**src/design/hjcd_pkg.sv**
```systemverilog
// Hangul jamo compose/decompose package: word types, code point constants
// and the syllable arithmetic used by hjcd_core.
package hjcd_pkg;

  localparam int CpWidth = 21;

  localparam logic [CpWidth-1:0] SYL_BASE = 21'h00AC00;
  localparam logic [CpWidth-1:0] SYL_LAST = 21'h00D7A3;
  localparam logic [CpWidth-1:0] L_BASE   = 21'h001100;
  localparam logic [CpWidth-1:0] L_LAST   = 21'h001112;
  localparam logic [CpWidth-1:0] V_BASE   = 21'h001161;
  localparam logic [CpWidth-1:0] V_LAST   = 21'h001175;
  localparam logic [CpWidth-1:0] T_BASE   = 21'h0011A7;
  localparam logic [CpWidth-1:0] T_FIRST  = 21'h0011A8;
  localparam logic [CpWidth-1:0] T_LAST   = 21'h0011C2;

  localparam logic REG_DIRECTION = 1'b0;
  localparam logic DIR_COMPOSE   = 1'b0;

  typedef struct packed {
    logic [CpWidth-1:0] code_point;
    logic               end_of_text;
  } in_word_t;

  typedef struct packed {
    logic [CpWidth-1:0] out_code_point;
    logic               final_item;
  } out_word_t;

  typedef struct packed {
    logic [1:0]           count;
    out_word_t [2:0]      word;
  } hjcd_res_t;

  typedef struct packed {
    logic adv;
    logic eot;
    logic initial_held;
    logic vowel_held;
  } hjcd_stat_t;

  function automatic logic [CpWidth-1:0] hjcd_syl(logic [4:0] l, logic [4:0] v,
                                                  logic [4:0] t);
    logic [8:0]  lv;
    logic [13:0] off;
    lv  = 9'(9'(l) * 9'd21) + 9'(v);
    off = 14'(14'(lv) * 14'd28) + 14'(t);
    return SYL_BASE + 21'(off);
  endfunction

endpackage

```
**src/design/hjcd_split.sv**
```systemverilog
// Syllable splitter: turns a syllable offset into leading, vowel and
// trailing indexes by reciprocal multiplies. Uses nothing outside this file.
module hjcd_split (
  input  logic [13:0] s,
  output logic [4:0]  l_idx,
  output logic [4:0]  v_idx,
  output logic [4:0]  t_idx
);

  logic [29:0] p28;
  logic [28:0] pl;
  logic [8:0]  q28;

  assign p28   = 30'(s) * 30'd37450;
  assign pl    = 29'(s) * 29'd28533;
  assign q28   = p28[28:20];
  assign l_idx = pl[28:24];
  assign v_idx = 5'(q28 - 9'(9'(l_idx) * 9'd21));
  assign t_idx = 5'(s - 14'(14'(q28) * 14'd28));

endmodule

```
**src/design/hjcd_core.sv**
```systemverilog
// Input register, pending jamo state and the compose/decompose logic.
// Depends on hjcd_pkg and hjcd_split.
module hjcd_core
  import hjcd_pkg::*;
(
  input  logic       clk,
  input  logic       rst,
  input  logic       direction,
  input  logic       clear,
  input  logic       in_valid,
  output logic       in_stall,
  input  in_word_t   in_word,
  input  logic       buf_free,
  output logic       res_valid,
  output hjcd_res_t  res,
  output hjcd_stat_t stat
);

  logic         full;
  in_word_t     held_word;
  logic         initial_held, initial_held_next;
  logic [4:0]   initial_index, initial_index_next;
  logic         vowel_held, vowel_held_next;
  logic [4:0]   vowel_index, vowel_index_next;
  logic [CpWidth-1:0] cp;
  logic         eot;
  logic         is_l, is_v, is_t, in_syl;
  logic         fresh;
  logic [1:0]   n;
  out_word_t [2:0] words;
  logic [4:0]   sp_l, sp_v, sp_t;
  logic         adv;

  assign cp     = held_word.code_point;
  assign eot    = held_word.end_of_text;
  assign is_l   = (cp >= L_BASE) && (cp <= L_LAST);
  assign is_v   = (cp >= V_BASE) && (cp <= V_LAST);
  assign is_t   = (cp >= T_FIRST) && (cp <= T_LAST);
  assign in_syl = (cp >= SYL_BASE) && (cp <= SYL_LAST);

  hjcd_split u_split (
    .s     (14'(cp - SYL_BASE)),
    .l_idx (sp_l),
    .v_idx (sp_v),
    .t_idx (sp_t)
  );

  always_comb begin
    initial_held_next  = initial_held;
    initial_index_next = initial_index;
    vowel_held_next    = vowel_held;
    vowel_index_next   = vowel_index;
    fresh = 1'b0;
    n     = '0;
    words = '0;
    if (direction != DIR_COMPOSE) begin
      if (in_syl) begin
        words[0].out_code_point = L_BASE + 21'(sp_l);
        words[1].out_code_point = V_BASE + 21'(sp_v);
        n = 2'd2;
        if (sp_t != 5'd0) begin
          words[2].out_code_point = T_BASE + 21'(sp_t);
          n = 2'd3;
        end
      end else begin
        words[0].out_code_point = cp;
        n = 2'd1;
      end
    end else begin
      if (initial_held && vowel_held) begin
        if (is_t) begin
          words[n].out_code_point = hjcd_syl(initial_index, vowel_index, 5'(cp - T_BASE));
        end else begin
          words[n].out_code_point = hjcd_syl(initial_index, vowel_index, 5'd0);
          fresh = 1'b1;
        end
        n = n + 2'd1;
        initial_held_next  = 1'b0;
        initial_index_next = '0;
        vowel_held_next    = 1'b0;
        vowel_index_next   = '0;
      end else if (initial_held) begin
        if (is_v) begin
          vowel_held_next  = 1'b1;
          vowel_index_next = 5'(cp - V_BASE);
        end else begin
          words[n].out_code_point = L_BASE + 21'(initial_index);
          n = n + 2'd1;
          initial_held_next  = 1'b0;
          initial_index_next = '0;
          fresh = 1'b1;
        end
      end else begin
        fresh = 1'b1;
      end
      if (fresh) begin
        if (is_l) begin
          initial_held_next  = 1'b1;
          initial_index_next = 5'(cp - L_BASE);
        end else begin
          words[n].out_code_point = cp;
          n = n + 2'd1;
        end
      end
      if (eot) begin
        if (initial_held_next && vowel_held_next) begin
          words[n].out_code_point = hjcd_syl(initial_index_next, vowel_index_next, 5'd0);
          n = n + 2'd1;
        end else if (initial_held_next) begin
          words[n].out_code_point = L_BASE + 21'(initial_index_next);
          n = n + 2'd1;
        end
        initial_held_next  = 1'b0;
        initial_index_next = '0;
        vowel_held_next    = 1'b0;
        vowel_index_next   = '0;
      end
    end
    for (int i = 0; i < 3; i++) begin
      words[i].final_item = eot && (n == 2'(i + 1));
    end
  end

  assign adv       = full && ((n == 2'd0) || buf_free);
  assign in_stall  = full && !adv;
  assign res_valid = adv && (n != 2'd0);
  assign res.count = n;
  assign res.word  = words;

  assign stat.adv          = adv;
  assign stat.eot          = eot;
  assign stat.initial_held = initial_held;
  assign stat.vowel_held   = vowel_held;

  always_ff @(posedge clk) begin
    if (rst) begin
      full <= 1'b0;
    end else if (in_valid && !in_stall) begin
      full <= 1'b1;
    end else if (adv) begin
      full <= 1'b0;
    end
  end

  always_ff @(posedge clk) begin
    if (in_valid && !in_stall) begin
      held_word <= in_word;
    end
  end

  always_ff @(posedge clk) begin
    if (rst || clear) begin
      initial_held  <= 1'b0;
      initial_index <= '0;
      vowel_held    <= 1'b0;
      vowel_index   <= '0;
    end else if (adv) begin
      initial_held  <= initial_held_next;
      initial_index <= initial_index_next;
      vowel_held    <= vowel_held_next;
      vowel_index   <= vowel_index_next;
    end
  end

endmodule

```
**src/design/hjcd_obuf.sv**
```systemverilog
// Result buffer: holds up to three result words of one item and hands them
// out one per cycle while out_stall is low. Depends on hjcd_pkg.
module hjcd_obuf
  import hjcd_pkg::*;
(
  input  logic      clk,
  input  logic      rst,
  input  logic      load,
  input  hjcd_res_t res,
  output logic      free,
  output logic      out_valid,
  input  logic      out_stall,
  output out_word_t out_word
);

  logic [1:0]      cnt;
  out_word_t [2:0] slot;
  logic            take;

  assign out_valid = (cnt != 2'd0);
  assign out_word  = slot[0];
  assign take      = out_valid && !out_stall;
  assign free      = (cnt == 2'd0) || ((cnt == 2'd1) && take);

  always_ff @(posedge clk) begin
    if (rst) begin
      cnt <= '0;
    end else if (load) begin
      cnt <= res.count;
    end else if (take) begin
      cnt <= cnt - 2'd1;
    end
  end

  always_ff @(posedge clk) begin
    if (load) begin
      slot <= res.word;
    end else if (take) begin
      slot[0] <= slot[1];
      slot[1] <= slot[2];
    end
  end

endmodule

```
**src/design/hangul_jamo_compose_decompose_top.sv**
```systemverilog
// Top level of the Hangul jamo composer/decomposer: register port and
// instances of hjcd_core and hjcd_obuf. Depends on hjcd_pkg.
//
// Input channel: in_valid/in_stall carry one code point word with an
// end-of-text flag. Output channel: out_valid/out_stall carry result words.
// Register 0 (direction) selects compose (0) or decompose (1); writing it
// drops any pending jamo. Write it only while the block is idle.
// A word accepted into the input register is converted there; its results are
// loaded into the result buffer once the buffer is free, and the first of them
// is then shown on out_word.
// One word is taken every cycle while each word yields at most one result
// and out_stall is low. After a word with two or three results, the next
// waits in the input register as the result buffer drains one per cycle.
// When the receiver stalls, the buffer holds its words and in_stall rises
// once the next converted word cannot be placed.
// Reset clears direction to compose, the pending jamo and both channels;
// there is no clearing pass.
module hangul_jamo_compose_decompose_top
  import hjcd_pkg::*;
(
  input  logic        clk,
  input  logic        rst,
  input  logic        in_valid,
  output logic        in_stall,
  input  in_word_t    in_word,
  output logic        out_valid,
  input  logic        out_stall,
  output out_word_t   out_word,
  input  logic        psel,
  input  logic        penable,
  input  logic        pwrite,
  input  logic [2:0]  paddr,
  input  logic [31:0] pwdata,
  output logic [31:0] prdata,
  output logic        pready
);

  logic       direction;
  logic       cfg_wr;
  logic       buf_free;
  logic       res_valid;
  hjcd_res_t  res;
  hjcd_stat_t stat;

  assign pready = 1'b1;
  assign cfg_wr = psel && penable && pwrite && pready && (paddr[2] == REG_DIRECTION);
  assign prdata = (paddr[2] == REG_DIRECTION) ? {31'b0, direction} : 32'b0;

  always_ff @(posedge clk) begin
    if (rst) begin
      direction <= DIR_COMPOSE;
    end else if (cfg_wr) begin
      direction <= pwdata[0];
    end
  end

  hjcd_core u_core (
    .clk       (clk),
    .rst       (rst),
    .direction (direction),
    .clear     (cfg_wr),
    .in_valid  (in_valid),
    .in_stall  (in_stall),
    .in_word   (in_word),
    .buf_free  (buf_free),
    .res_valid (res_valid),
    .res       (res),
    .stat      (stat)
  );

  hjcd_obuf u_obuf (
    .clk       (clk),
    .rst       (rst),
    .load      (res_valid),
    .res       (res),
    .free      (buf_free),
    .out_valid (out_valid),
    .out_stall (out_stall),
    .out_word  (out_word)
  );

`ifndef SYNTHESIS
  a_eot_flush: assert property (@(posedge clk) disable iff (rst)
    stat.adv && stat.eot |=> !stat.initial_held && !stat.vowel_held)
    else $error("pending jamo left after end of text");

  a_vowel_needs_initial: assert property (@(posedge clk) disable iff (rst)
    stat.vowel_held |-> stat.initial_held)
    else $error("vowel held without leading consonant");

  a_decompose_no_state: assert property (@(posedge clk) disable iff (rst)
    direction |-> !stat.initial_held && !stat.vowel_held)
    else $error("pending jamo in decompose mode");
`endif

endmodule
```
**config.mk**
```make
export PLATFORM = sky130hd
export DESIGN_NAME = hangul_jamo_compose_decompose_top
export DESIGN_NICKNAME = d
export VERILOG_FILES = /design/src/design/hjcd_pkg.sv /design/src/design/hjcd_split.sv /design/src/design/hjcd_core.sv /design/src/design/hjcd_obuf.sv /design/src/design/hangul_jamo_compose_decompose_top.sv
export SDC_FILE = /design/constraint.sdc
export NUM_CORES = 1
export LEC_CHECK = 0
export BUFFER_PORTS_ARGS = -buffer_cell sky130_fd_sc_hd__buf_2
export CAP_MARGIN = 20
export CORE_MARGIN = 3
export CORE_UTILIZATION = 45
export CTS_CLUSTER_SIZE = 24
export DETAILED_ROUTE_END_ITERATION = 16
export PLACE_DENSITY = 0.73
export SETUP_SLACK_MARGIN = 0.1
export SLEW_MARGIN = 10
export SYNTH_ARGS = -nofsm -noshare
export SYNTH_HDL_FRONTEND = slang
export SYNTH_SLANG_ARGS = --single-unit
```
**constraint.sdc**
```tcl
create_clock -name clk -period 9.9 [get_ports clk]
set_input_delay 0.495 -clock clk [delete_from_list [all_inputs] [get_ports clk]]
set_output_delay 0.495 -clock clk [all_outputs]
set_load 0.005 [all_outputs]
```
==> out/qor.log <==
[floorplan] floorplan die area 0.0373 mm²
[floorplan] Starting Density 46.3%
[clock_network] total of hold buffers inserted after clock tree synthesis 0
[grt] most used routing layer met2
[floorplan] vertical extent of the die 193 µm
[clock_network] number of instances resized during post-cts repair 0
[timing] transition at the pin with the smallest max-transition slack 1.00 ns
[drt] average routed wire per standard cell 18.5 µm
[grt] met1 routing resource usage after global routing 28.4%
[synthesis] yosys warns 0
[clock_network] clock sink count 99
[finish] number of nets in the final layout 2207
[drt] DR pass1 iterations 6
[grt] first-pass GRT wire length 64300 µm
[grt] pin count of the biggest net entering global routing 54
[synthesis] register bit total from synthesis 99
[finish] antenna fix cells 0
[grt] GRT Util Overall 22.0%
[synthesis] asr flop ratio synth 0%
[timing] Final Max Tran Viols 0
[floorplan] die width 193 µm
[run_status] result of the run finished clean
[grt] met3 global-route usage 4.90%
[clock_network] count of H-tree levels built during CTS 3
[clock_network] buffer levels on the longest clock path 2
[critical_path] cell with the biggest individual delay on the critical path sky130_fd_sc_hd__edfxtp_1
[floorplan] core region area 0.0340 mm²
[drt] drc violations 0
[critical_path] critical path startpoint category flop
[clock_network] clock root buffer sky130_fd_sc_hd__clkbuf_16
[clock_network] TritonCTS buffer count 9
[drt] Starting DRT DRC Count 961
[critical_path] Register-to-Register Setup Slack 0.58 ns
[timing] sum of negative setup slack 0 ns
[critical_path] reg-to-reg startpoint u_core.cp[10]$_DFFE_PP_
[grt] via count of the first global-routing pass 12400
[finish] share of post-route cells with drive strength above 1 7.80%
[synthesis] synthesized cell area 0.0158 mm²
[critical_path] terminus of the critical flop-to-flop path u_obuf.slot[28]$_DFFE_PP_
[critical_path] crit-path leading delay family adder cells
[timing] RSZ-0062 raised after global routing no
[clock_network] CTS tree yes
[synthesis] Distinct cells, synth 84
[drt] total number of vias 12200
[critical_path] total stage count of the critical path 30
[clock_network] number of buffers inserted to repair setup after CTS 0
[synthesis] number of instances in the synthesized netlist 1684
[place] number of buffers inserted by port buffering 55
[finish] area grow syn2layout 5.58%
[synthesis] fraction of the yosys area taken by sequential cells 17.8%
[floorplan] io pins 121
[finish] layout filler cell count 3212
[critical_path] Worst path max stage delay 0.69 ns
[min_path] worst hold path class primary input to flop
[timing] time the worst path needs with I/O delays and setup 9.32 ns
[timing] Highest Clock Rate 107 MHz
[timing] Setup Skew 0.0165 ns
[finish] post-route cell area 0.0166 mm²
[place] HPWL after DPL 32200 µm
[synthesis] most frequently used flop master after synthesis sky130_fd_sc_hd__edfxtp_1
[critical_path] Buf+Inv Stages, Crit Path 4
[critical_path] Critical Setup Path Class flop to flop
[timing] final-report setup violation count 0
[critical_path] CP most frequent cell sky130_fd_sc_hd__ha_1
[critical_path] depth of the worst register-to-register path 30
[place] final RePlAce weighted congestion 0.963
[timing] post-route clock period utilization 94.1%
[flow_run] max_cap viols 0
[critical_path] largest fanout on the critical path 9
[synthesis] number of enable-type register cells in the synthesized netlist 83
[grt] initial antenna violation count 0
[critical_path] required time worst endpoint 10.00 ns
[drt] via/cell ratio 5.61
[drt] Final ANT Viol Nets 0
[floorplan] Site Rows 67
[place] total cell area at the placement stage 0.0164 mm²
[grt] total gr overflow 0
[synthesis] synthesized area per cell 9.36 µm²
[clock_network] clock slew at the register clock pins of the worst setup and hold paths 0.07 ns
[timing] max-slew headroom at the worst pin 33.1%
[timing] Final Hold Violating Endpoints 0
[drt] total routed wirelength 40000 µm
[critical_path] startpoint of the most critical setup path u_core.cp[10]$_DFFE_PP_
[critical_path] capturing element of the worst setup path u_obuf.slot[28]$_DFFE_PP_
[critical_path] Crit. End Element flop
[clock_network] worst skew pair latency 0.37 ns
[critical_path] arrival time worst endpoint 9.42 ns
[grt] met2 Usage GRT 35.8%
==> worst min path at each step <==
stage	start	cells past startpoint	slack [ns]	end
3_3_place_gp	u_obuf.cnt[1]$_SDFFE_PP0P_	2	0.49	u_obuf.cnt[1]$_SDFFE_PP0P_
2_1_floorplan	u_obuf.cnt[1]$_SDFFE_PP0P_	2	0.47	u_obuf.cnt[1]$_SDFFE_PP0P_
3_5_place_dp	u_obuf.cnt[1]$_SDFFE_PP0P_	2	0.49	u_obuf.cnt[1]$_SDFFE_PP0P_
4_1_cts	in_word[5]	1	0.30	u_core.cp[4]$_DFFE_PP_
6_report	in_word[5]	1	0.30	u_core.cp[4]$_DFFE_PP_
5_1_grt	in_word[11]	1	0.30	u_core.cp[10]$_DFFE_PP_
==> kinds of logic (layout without fill, tap and decap cells) <==
kind of cell | count (synthesis) | in the layout | synth area share (%)
fa+ha+maj | 430 | 430 | 40.9
buf+inv | 396 | 400 | 11.1
simple gates | 349 | 349 | 11.3
compound gates | 312 | 312 | 13.4
flops | 99 | 99 | 17.8
xor+xnor | 81 | 81 | 4.50
mux | 15 | 15 | 0.968
other cells | 2 | 32 | 0.0476
==> cell usage in the layout (no fill, tap or decap), drive strengths merged, types with 6 or more instances in the layout <==
master,n
or3,7
a221oi,8
nor2b,8
a21o,24
conb,32
nor4,14
a22o,7
clkbuf,11
a211oi,18
a22oi,10
o21ai,66
dfxtp,16
nand3,30
xnor2,59
nor3,29
or2,7
edfxtp,83
nor2,91
nand2,93
ha,288
nand4,12
o31ai,7
inv,299
a31oi,9
nand2b,6
and3,17
a21oi,85
o22ai,8
buf,87
mux2i,13
fa,142
and2,13
o211ai,6
xor2,22
==> sequential cells by signal (all words and copies together), names as in the netlist <==
register / cells
u_core.initial_held: 1
u_core.eot: 1
u_obuf.out_word: 22
u_obuf.slot: 39
u_core.initial_index: 5
u_core.cp: 21
direction: 1
u_core.full: 1
u_core.vowel_held: 1
u_obuf.cnt: 2
u_core.vowel_index: 5
==> Yosys cell counts, types with 4 or more instances <==
master                      instances  area [µm²]
sky130_fd_sc_hd__and3_1            17         106
sky130_fd_sc_hd__o21ai_0           58         290
sky130_fd_sc_hd__o21a_1             5        37.5
sky130_fd_sc_hd__a221o_1            5        50.1
sky130_fd_sc_hd__nand2b_1           6        37.5
sky130_fd_sc_hd__clkbuf_1          28         105
sky130_fd_sc_hd__nand4_1           12        75.1
sky130_fd_sc_hd__and2_1            13        81.3
sky130_fd_sc_hd__or2_2              5        31.3
sky130_fd_sc_hd__mux2i_1           13         130
sky130_fd_sc_hd__o21ai_1            8        40.0
sky130_fd_sc_hd__o311ai_0           4        35.0
sky130_fd_sc_hd__dfxtp_1           16         320
sky130_fd_sc_hd__a211oi_1          18         135
sky130_fd_sc_hd__nand2_1           92         345
sky130_fd_sc_hd__o22ai_1            8        50.1
sky130_fd_sc_hd__a221oi_1           8        70.1
sky130_fd_sc_hd__a31oi_1            9        56.3
sky130_fd_sc_hd__nand3_1           29         145
sky130_fd_sc_hd__edfxtp_1          83        2490
sky130_fd_sc_hd__nor4_1            11        68.8
sky130_fd_sc_hd__or3_1              7        43.8
sky130_fd_sc_hd__a211o_1            5        43.8
sky130_fd_sc_hd__buf_4             60         450
sky130_fd_sc_hd__o2111ai_1          4        35.0
sky130_fd_sc_hd__a22oi_1           10        75.1
sky130_fd_sc_hd__o211ai_1           6        45.0
sky130_fd_sc_hd__o31ai_1            7        52.6
sky130_fd_sc_hd__inv_1            296        1110
sky130_fd_sc_hd__ha_1             288        3600
sky130_fd_sc_hd__xor2_1            22         193
sky130_fd_sc_hd__fa_1             142        2840
sky130_fd_sc_hd__a21o_1            24         180
sky130_fd_sc_hd__a2bb2oi_1          4        35.0
sky130_fd_sc_hd__a22o_1             7        61.3
sky130_fd_sc_hd__nor3_1            28         140
sky130_fd_sc_hd__nor2b_1            8        50.1
sky130_fd_sc_hd__buf_2             10        50.1
sky130_fd_sc_hd__a21oi_1           85         425
sky130_fd_sc_hd__o21bai_1           5        37.5
sky130_fd_sc_hd__o211a_1            5        50.1
sky130_fd_sc_hd__nor2_1            90         338
sky130_fd_sc_hd__xnor2_1           59         517
==> worst register-to-register path, delay by kind of cell, from the launching register on <==
family	cells	cell delay, ns
xor gates and xnor gates	5	1.08
buffers and inverters	4	0.37
AOI/OAI and AO/OA	6	1.27
and+or+nand+nor	3	0.87
adders and majority gates	12	4.77
DFF	1	0.69
==> metal layers <==
layer / wire length (µm) / vias up
met3: 3050 / 113
li1: - / 5730
met4: 1750 / 0
met1: 16700 / 5865
met2: 18500 / 453
met5: 0 / -
==> per-stage QoR <==
step | hold WS, ns | utilization, % | setup WS [ns] | std cells
2_1_floorplan | 0.468 | - | 1.41 | 1714
3_3_place_gp | 0.488 | 48.1 | 0.757 | 2150
3_5_place_dp | 0.485 | 48.1 | 0.658 | 2150
4_1_cts | 0.297 | 48.9 | 0.573 | 2166
5_1_grt | 0.302 | 48.9 | 0.142 | 2166
6_report | 0.304 | 48.9 | 0.581 | 2166
==> cell type report <==
cell class | count | area, µm² | share of cell area (%)
clock buffer | 11 | 255 | 1.53
clock inverter | 5 | 31.3 | 0.188
inverter | 297 | 1130 | 6.77
multi-input combinational | 1219 | 11300 | 68.1
sequential | 99 | 2810 | 16.9
tap | 448 | 561 | 3.37
timing repair buffer | 87 | 515 | 3.10
Power is not shown: default switching activity piles up to over one toggle a cycle in this logic, so the estimate is an artifact.
